<file path="config.mk">
export PLATFORM = sky130hd
export DESIGN_NAME = clock_divider_pair_search_unit
export DESIGN_NICKNAME = d
export VERILOG_FILES = /design/src/hw/rtl/cdps_pkg.sv /design/src/hw/rtl/clock_divider_pair_search_unit.sv
export SDC_FILE = /design/constraint.sdc
export NUM_CORES = 1
export LEC_CHECK = 0
export BUFFER_PORTS_ARGS = -buffer_cell sky130_fd_sc_hd__buf_4
export CORE_UTILIZATION = 37
export DETAILED_ROUTE_END_ITERATION = 8
export PLACE_DENSITY_LB_ADDON = 0.2
export SYNTH_ARGS = -nofsm -noshare
export SYNTH_HDL_FRONTEND = slang
export SYNTH_SLANG_ARGS = --single-unit
</file>
<file path="constraint.sdc">
create_clock -name clk -period 6.6 [get_ports clk]
set_input_delay 0 -clock clk [delete_from_list [all_inputs] [get_ports clk]]
set_output_delay 0 -clock clk [all_outputs]
set_load 0.005 [all_outputs]
</file>
<file path="src/hw/rtl/cdps_pkg.sv">
// Package for the clock divider pair search unit: widths, limits, defaults
// and the sequencer state type. No dependencies.
`timescale 1ns / 1ps
`default_nettype none

package cdps_pkg;

    localparam int unsigned MAX_DIV_A   = 127;
    localparam int unsigned NUM_OFFSETS = 4;

    localparam int unsigned FREQ_W = 24;
    localparam int unsigned VAL_W  = 16;
    localparam int unsigned A_W    = 7;
    localparam int unsigned DIV_CNT_W = $clog2(VAL_W);
    localparam int unsigned OFF_W  = (NUM_OFFSETS > 1) ? $clog2(NUM_OFFSETS) : 1;

    localparam logic [FREQ_W-1:0] NOMINAL_Q8  = 24'h800000;
    localparam logic [FREQ_W-1:0] ROUND_HALF  = 24'h000080;
    localparam logic [A_W-1:0]    DEFAULT_A   = 7'd127;
    localparam logic [VAL_W-1:0]  DEFAULT_S   = 16'd255;
    localparam logic [VAL_W-1:0]  NO_ERR_YET  = 16'hffff;
    localparam logic [A_W-1:0]    FIRST_A     = A_W'(MAX_DIV_A);
    localparam logic [A_W-1:0]    LAST_A      = 7'd2;
    localparam logic [OFF_W-1:0]  LAST_OFFSET = OFF_W'(NUM_OFFSETS - 1);

    typedef enum logic [2:0] {
        ST_IDLE,
        ST_DIV,
        ST_SETUP,
        ST_TRIAL,
        ST_DONE
    } state_t;

endpackage

`default_nettype wire

</file>
<file path="src/hw/rtl/clock_divider_pair_search_unit.sv">
// Top level of the clock divider pair search unit: a sequencer around one
// shared restoring divider and one add/compare unit. Depends on cdps_pkg.
`timescale 1ns / 1ps
`default_nettype none

// Usage
// A command is a transfer of measured_freq_q8 (unsigned Q16.8 Hz) at a rising
// edge where start is high and busy is low. busy stays high until the result
// has been shown. The result div_a/div_s is valid for exactly one cycle while
// done is high; the receiver must take it then, as nothing holds it.
// The input is rounded to a 16-bit target T. For each A from 127 down to 2
// the shared divider produces T/A and T%A (one quotient bit per cycle), a
// setup step forms the first error 2A - T%A, and up to 4 trial offsets
// step the error down by A and compare it with the best so far.
// Each A runs a full division; the 126 values of A set the worst case.
// A search that hits an error of zero ends early; the nominal input
// 32768.0 skips the search and done rises in the cycle after the transfer.
// A new command can be given in the cycle after done.
// Reset (rst_n low, asynchronous) returns the sequencer to idle; any search
// in progress is dropped and no result is produced for it.
module clock_divider_pair_search_unit (
    input  wire logic                          clk,
    input  wire logic                          rst_n,
    input  wire logic                          start,
    output logic                               busy,
    input  wire logic [cdps_pkg::FREQ_W-1:0]   measured_freq_q8,
    output logic                               done,
    output logic [cdps_pkg::A_W-1:0]           div_a,
    output logic [cdps_pkg::VAL_W-1:0]         div_s
);

    cdps_pkg::state_t state_reg, state_next;

    logic [cdps_pkg::VAL_W-1:0]     target_reg, target_next;
    logic [cdps_pkg::A_W-1:0]       a_reg, a_next;
    logic [cdps_pkg::VAL_W-1:0]     dvd_reg, dvd_next;
    logic [cdps_pkg::A_W-1:0]       rem_reg, rem_next;
    logic [cdps_pkg::DIV_CNT_W-1:0] cnt_reg, cnt_next;
    logic [cdps_pkg::VAL_W-1:0]     err_reg, err_next;
    logic [cdps_pkg::VAL_W-1:0]     s_reg, s_next;
    logic [cdps_pkg::OFF_W-1:0]     k_reg, k_next;
    logic [cdps_pkg::VAL_W-1:0]     best_err_reg, best_err_next;
    logic [cdps_pkg::A_W-1:0]       best_a_reg, best_a_next;
    logic [cdps_pkg::VAL_W-1:0]     best_s_reg, best_s_next;

    logic                           accept;
    logic [cdps_pkg::FREQ_W-1:0]    rounded;
    logic [cdps_pkg::A_W:0]         part_rem;
    logic                           q_bit;
    logic [cdps_pkg::A_W:0]         part_diff;
    logic                           better;
    logic                           hit_zero;
    logic                           last_offset;
    logic                           last_a;
    logic                           div_last;

    assign accept   = start && (state_reg == cdps_pkg::ST_IDLE);
    assign rounded  = measured_freq_q8 + cdps_pkg::ROUND_HALF;

    // One step of restoring division: bring down the next dividend bit.
    assign part_rem  = {rem_reg, dvd_reg[cdps_pkg::VAL_W-1]};
    assign q_bit     = (part_rem >= {1'b0, a_reg});
    assign part_diff = part_rem - {1'b0, a_reg};

    assign better      = (err_reg < best_err_reg);
    assign hit_zero    = (err_reg == '0);
    assign last_offset = (k_reg == cdps_pkg::LAST_OFFSET);
    assign last_a      = (a_reg == cdps_pkg::LAST_A);
    assign div_last    = (cnt_reg == '0);

    always_ff @(posedge clk or negedge rst_n)
    begin
        if (!rst_n)
        begin
            state_reg <= cdps_pkg::ST_IDLE;
        end
        else
        begin
            state_reg <= state_next;
        end
    end

    always_ff @(posedge clk)
    begin
        target_reg   <= target_next;
        a_reg        <= a_next;
        dvd_reg      <= dvd_next;
        rem_reg      <= rem_next;
        cnt_reg      <= cnt_next;
        err_reg      <= err_next;
        s_reg        <= s_next;
        k_reg        <= k_next;
        best_err_reg <= best_err_next;
        best_a_reg   <= best_a_next;
        best_s_reg   <= best_s_next;
    end

    // Next state.
    always_comb
    begin
        state_next = state_reg;
        unique case (state_reg)
            cdps_pkg::ST_IDLE:
            begin
                if (start)
                begin
                    if (measured_freq_q8 == cdps_pkg::NOMINAL_Q8)
                    begin
                        state_next = cdps_pkg::ST_DONE;
                    end
                    else
                    begin
                        state_next = cdps_pkg::ST_DIV;
                    end
                end
            end
            cdps_pkg::ST_DIV:
            begin
                if (div_last)
                begin
                    state_next = cdps_pkg::ST_SETUP;
                end
            end
            cdps_pkg::ST_SETUP:
            begin
                state_next = cdps_pkg::ST_TRIAL;
            end
            cdps_pkg::ST_TRIAL:
            begin
                if (better && hit_zero)
                begin
                    state_next = cdps_pkg::ST_DONE;
                end
                else if (last_offset)
                begin
                    state_next = last_a ? cdps_pkg::ST_DONE : cdps_pkg::ST_DIV;
                end
            end
            cdps_pkg::ST_DONE:
            begin
                state_next = cdps_pkg::ST_IDLE;
            end
            default:
            begin
                state_next = cdps_pkg::ST_IDLE;
            end
        endcase
    end

    // Datapath: shared divider and error stepper.
    always_comb
    begin
        target_next   = target_reg;
        a_next        = a_reg;
        dvd_next      = dvd_reg;
        rem_next      = rem_reg;
        cnt_next      = cnt_reg;
        err_next      = err_reg;
        s_next        = s_reg;
        k_next        = k_reg;
        best_err_next = best_err_reg;
        best_a_next   = best_a_reg;
        best_s_next   = best_s_reg;

        unique case (state_reg)
            cdps_pkg::ST_IDLE:
            begin
                if (accept)
                begin
                    target_next   = rounded[cdps_pkg::VAL_W+7:8];
                    a_next        = cdps_pkg::FIRST_A;
                    dvd_next      = rounded[cdps_pkg::VAL_W+7:8];
                    rem_next      = '0;
                    cnt_next      = cdps_pkg::DIV_CNT_W'(cdps_pkg::VAL_W - 1);
                    best_err_next = cdps_pkg::NO_ERR_YET;
                    best_a_next   = cdps_pkg::DEFAULT_A;
                    best_s_next   = cdps_pkg::DEFAULT_S;
                end
            end
            cdps_pkg::ST_DIV:
            begin
                // The quotient bits shift into the dividend register.
                dvd_next = {dvd_reg[cdps_pkg::VAL_W-2:0], q_bit};
                rem_next = q_bit ? part_diff[cdps_pkg::A_W-1:0]
                                 : part_rem[cdps_pkg::A_W-1:0];
                cnt_next = cnt_reg - 1'b1;
            end
            cdps_pkg::ST_SETUP:
            begin
                // With T = A*Q + R, A*(Q+2) - T equals 2A - R.
                err_next = cdps_pkg::VAL_W'({a_reg, 1'b0})
                         - cdps_pkg::VAL_W'(rem_reg);
                s_next   = dvd_reg + 16'd2;
                k_next   = '0;
            end
            cdps_pkg::ST_TRIAL:
            begin
                if (better)
                begin
                    best_err_next = err_reg;
                    best_a_next   = a_reg;
                    best_s_next   = s_reg;
                end
                err_next = err_reg - cdps_pkg::VAL_W'(a_reg);
                s_next   = s_reg - 16'd1;
                k_next   = k_reg + 1'b1;
                if (last_offset && !(better && hit_zero) && !last_a)
                begin
                    a_next   = a_reg - 1'b1;
                    dvd_next = target_reg;
                    rem_next = '0;
                    cnt_next = cdps_pkg::DIV_CNT_W'(cdps_pkg::VAL_W - 1);
                end
            end
            cdps_pkg::ST_DONE:
            begin
            end
            default:
            begin
            end
        endcase
    end

    // Outputs.
    always_comb
    begin
        busy = (state_reg != cdps_pkg::ST_IDLE);
        done = (state_reg == cdps_pkg::ST_DONE);
    end

    assign div_a = best_a_reg;
    assign div_s = best_s_reg;

`ifndef SYNTHESIS
    a_done_then_idle: assert property (@(posedge clk) disable iff (!rst_n)
        done |=> !busy)
        else $error("done was not followed by an idle cycle");

    a_accept_busy: assert property (@(posedge clk) disable iff (!rst_n)
        (start && !busy) |=> busy)
        else $error("accepted command did not make the unit busy");

    a_a_range: assert property (@(posedge clk) disable iff (!rst_n)
        (state_reg == cdps_pkg::ST_DIV || state_reg == cdps_pkg::ST_TRIAL)
        |-> (a_reg >= cdps_pkg::LAST_A && a_reg <= cdps_pkg::FIRST_A))
        else $error("divider A left its search range");

    a_rem_below_a: assert property (@(posedge clk) disable iff (!rst_n)
        (state_reg == cdps_pkg::ST_SETUP) |-> (rem_reg < a_reg))
        else $error("division remainder not below divisor");

    a_best_never_grows: assert property (@(posedge clk) disable iff (!rst_n)
        ($past(state_reg) == cdps_pkg::ST_TRIAL && state_reg != cdps_pkg::ST_IDLE)
        |-> (best_err_reg <= $past(best_err_reg)))
        else $error("best error increased during the search");
`endif

endmodule

`default_nettype wire
</file>
# After elaboration in Yosys (flattened, before gate mapping)
# Index checks and enable logic that the tools add are counted.
# W data, S select, Z words.
# word_totals
register_bits,126
output_inout_bits,25
# classes
n_addsub,9
order_cmp,2
eq_ne,13
muxes,31
reduce_logical,18
# op_table
operator,n
$pmux W16 S2,4
$mux W16,6
$pmux W16 S3,1
$mux W7,6
$pmux W7 S2,2
$add A24 B8 Y24 const B,1
$eq A24 B24 Y1 const B,1
$pmux W7 S3,1
$mux W3,6
$add A16 B2 Y16 const B,1
$logic_not A16 Y1,1
$lt A16 B16 Y1,1
$sub A16 B1 Y16 const B,1
$sub A16 B7 Y16,1
$pmux W3 S4,1
$pmux W4 S3,1
$reduce_and A3 Y1,4
$ne A2 B2 Y1 const B,5
$sub A8 B7 Y9,1
$ge A8 B7 Y1,1
$mux W4,2
$eq A7 B2 Y1 const B,1
$sub A7 B1 Y7 const B,1
$sub A7 B7 Y7,1
other kinds (15),22

# Depth between registers and ports, before layout
# depth
word_depth,7
ltp_mapped,9
ltp_nobuf,8

# Worst setup path before layout
# OpenSTA, ideal clock, no wires.
# synth_timing
path_kind,register to register
start,register state_reg[0]
end,register best_err_reg[0] (netlist name) (enable)
arrival_ps,4191
slack_ps,1915
stages_incl_launch_ff,7
path_buffers,3
period_less_slack_ps,4685
cell_sequence,dfrtp_1 clkbuf_1 nor2b_1 clkbuf_1 nand2_1 clkbuf_1 o31ai_1
# synth_between
elab_chain_len,4
elab_cells_between_ends,7
# synth_rtl
element,line_no,text
start: declaration,clock_divider_pair_search_unit.sv:32,"cdps_pkg::state_t state_reg, state_next;"
start signal: assignment,clock_divider_pair_search_unit.sv:75,state_reg <= cdps_pkg::ST_IDLE;
start signal: assignment,clock_divider_pair_search_unit.sv:79,state_reg <= state_next;
$logic_not A3 Y1,"clock_divider_pair_search_unit.sv:57, clock_divider_pair_search_unit.sv:165",
$logic_and A1 B1 Y1,clock_divider_pair_search_unit.sv:57,assign accept = start && (state_reg == cdps_pkg::ST_IDLE);
$ne A2 B2 Y1 (no source line),--,
$reduce_and A3 Y1 (no source line) *,--,
end signal: assignment,clock_divider_pair_search_unit.sv:93,best_err_reg <= best_err_next;
end: declaration,clock_divider_pair_search_unit.sv:42,"logic [cdps_pkg::VAL_W-1:0] best_err_reg, best_err_next;"
# Mark *: on every way between the ends. The rest lies on a longest branch, timed or not.
# A chain may end at the register's enable or synchronous reset.

# Final worst setup path
# layout_timing
start,register err_reg[15] (netlist name)
end,register a_reg[1] (netlist name) (enable)
# layout_between
elab_chain_len,7
elab_cells_between_ends,8
# layout_rtl
element,line_no,text
start: declaration,clock_divider_pair_search_unit.sv:39,"logic [cdps_pkg::VAL_W-1:0] err_reg, err_next;"
start signal: assignment,clock_divider_pair_search_unit.sv:90,err_reg <= err_next;
$lt A16 B16 Y1 / $logic_not A16 Y1 (equally long branches),"clock_divider_pair_search_unit.sv:65, clock_divider_pair_search_unit.sv:66",
$logic_and A1 B1 Y1 *,clock_divider_pair_search_unit.sv:207,if (last_offset && !(better && hit_zero) && !last_a)
$logic_not A1 Y1 *,clock_divider_pair_search_unit.sv:207,
$logic_and A1 B1 Y1 * (2 in a row),clock_divider_pair_search_unit.sv:207,
$ne A2 B2 Y1 (no source line) *,--,
$reduce_and A3 Y1 (no source line) *,--,
end signal: assignment,clock_divider_pair_search_unit.sv:86,a_reg <= a_next;
end: declaration,clock_divider_pair_search_unit.sv:35,"logic [cdps_pkg::A_W-1:0] a_reg, a_next;"
# Marked as above.

==> impl_results.md <==
- Ys async rst share: 0.0238
- Clock Power Share: 0.298
- Via count: 5,732
- GRT Total Usage: 0.174
- Fill cell count: about 1,900
- Total clock buffers created by CTS: 17
- RSZ-0062 raised after global routing: no
- Site row count: just over 50
- Pre-CTS setup slack: 3.34 ns
- Worst slew pin tran: between 1 and 1.5 ns
- Power Density: between 300 and 400 nW/um^2
- Worst hold margin: between 0.03 and 0.04 ns
- Number of synthesis warnings: 0
- Cell Area, Placed: roughly 8300 um^2
- Final Cycle Share: 0.492
- Most frequent cells in the layout: 123 x edfxtp_1, 69 x nand2_1, 58 x buf_4
- Top-area cell type share of the netlist area: 0.487
- Post-CTS resize count: 0
- Skew-Pair Late Insertion Delay: around 0.42 ns
- Cell Area, Synth: approximately 7600 um^2
- Lkg Pwr: approximately 3.3 nW
- Rel. slew slack: 0.217
- Final setup TNS: 0 ns
- Cells after DPL: 1,021
- Initial DRC count: ~440
- Non-Filler Instances: 1,070
- Final Total Pwr: about 3.5 mW
- Post-DP HPWL: approximately 13,000 um
- Crit Reg-Reg Startpoint: err_reg[15]
- Die area: about 21,000 um^2
- Max clock buf depth: 2
- Antenna diodes: 0
- Share of the yosys chip area belonging to registers: 0.497
- Number of flops mapped to enable cells by yosys: around 120
- Minimum clock period: ~3.2 ns
- Crit path arrival time: approximately 3.3 ns
- Switching Share: 0.333
- CP endpoint kind: register
- Cell variety after synth: 52
- Synthesized Nets: between 700 and 800
- Crit path launch: err_reg[15]
- Synth top area cells: edfxtp_1 49%, ha_1 6.9%, xnor2_1 4.5%, nand2_1 3.4%, mux2i_1 3.0%
- Gp weighted congestion: about 0.85
- First-pass DRT Iterations: 4
- Final setup fails: 0
- Buffers on Ports: 51
- Clock transition at the registers of the reported paths: around 0.060 ns
- Type of the worst setup path: register to register
- Max cap viols: 0
- Grt total ovfl: 0
- Initial antenna violation count: 0
- Min-delay src: measured_freq_q8[19]
- Starting Density: 0.383
- Most common cell after layout, fill and taps aside: edfxtp_1
- Top_reg_cell synth: edfxtp_1
- Die X: between 100 and 150 um
- Logic pwr share: 0.315
- Max FO, Critical Path: 7
- Area delta synth->final: 19.9%
- Vias in the first global route: approximately 5,700
- CTS tree: done
- Synth Instances: around 720
- Final worst slack: around 3.4 ns
- Fin Clk Skew: ~0.0058 ns
- Clock root buffer: clkbuf_16
- Syn Area/Cell: between 10 and 15 um^2
- FF+latch count, synth: ~130
- Register area: around 3800 um^2
- I/O pin cnt: 52
- Sw Pwr: roughly 1.2 mW
- Layout cells sized above 1: 0.129
- Core ar.: 19,800 um^2
- Area occupied by multi-input gates: 3570 um^2
- Synth area leader: edfxtp_1
- # nets final: 864
- Critical path launch point type: register
- # DRC: 0
- Hold crit path type: primary input to register
- Final instance area: 9090 um^2
- First-pass GRT wire length: ~29,000 um
- CP Data Required Time: 6.64 ns
- Status: completed
- Final wirelength: between 15,000 and 20,000 um
- Final count of pins violating max slew: 0
- CTS sink cnt: 126
- Average routed wire per standard cell: 16.5 um
- H-tree depth: 4
- Power Internal: 2.31 mW
- Final core occ: 0.460
- Largest net degree at the start of global routing: roughly 50
- Register share of total power: 0.387
- Peak supply drop: ~0.25 mV
- Routed Antenna Nets: 0
- Die Height: 145 um
- Max Freq: roughly 310 MHz
- Avg Vias per Cell: 5.36
- Final hold vios: 0
## power groups by stage
stage / Clock [mW] / Combinational [mW] / Sequential, mW
finish: 1.03 / 1.09 / 1.34
global route: 1.07 / 1.23 / 1.36
CTS: 1.05 / 1.10 / 1.34
detailed placement: 0 / 1.09 / 1.35
global placement: 0 / 1.06 / 1.35
floorplan: 0 / 0.803 / 1.31
## routing by layer
metal / wire length, um / track usage
met2: 8220 / 0.277
met5: 0 / 0
met3: 679 / 0.0318
met1: 8340 / 0.231
met4: 405 / 0.0747
## synth_stat cells, types with 7 or more instances
cell / n
and3_1: 15
nor2_1: 46
xnor2_1: 39
nand2_1: 69
o211ai_1: 12
or3_1: 24
nor2b_1: 7
nor4_1: 15
xor2_1: 13
nand3_1: 27
o21a_1: 19
o31a_1: 7
ha_1: 42
o21ai_0: 33
a21oi_1: 31
clkbuf_1: 21
nor3_1: 20
nand4_1: 13
edfxtp_1: 123
mux2i_1: 23
inv_1: 46
## cell type report
class / count / share of cell area
clock buffer: 19 / 0.0476
clock inverter: 13 / 0.0231
inverter: 46 / 0.0190
multi-input combinational: 526 / 0.393
sequential: 126 / 0.414
tap: 265 / 0.0365
timing repair buffer: 75 / 0.0666
## critical path, cell delays in order, from the launching register on
cell and delay (ns):
edfxtp_1 0.46, ha_1 0.36, nand4_1 0.17, nor4_1 0.37, a22o_1 0.34, nor3_1 0.18, o31ai_1 0.97
## final timing paths
check	slack, ns	depth (start not counted)	end
worst min-delay path	0.03	3	target_reg[11]
min in group asynchronous	0.48	3	state_reg[1]
worst min register to register	0.57	1	k_reg[0]
worst max-delay path	3.36	6	a_reg[1]
worst max register to register	3.36	6	a_reg[1]
max in group asynchronous	5.96	3	state_reg[2]
## cells by family after synthesis
family	share of synthesized area
adders and majority gates	0.0772
xor gates and xnor gates	0.0601
AOI/OAI and AO/OA	0.114
and+or+nand+nor	0.184
DFF	0.497
muxes	0.0304
buffers and inverters	0.0370
## repair_timing
item,in CTS,in global routing
endpoints found under the hold margin,17,0
setup buffers,0,0
hold buffers,17,0
Note: power is estimated with default switching activity, not from simulation.
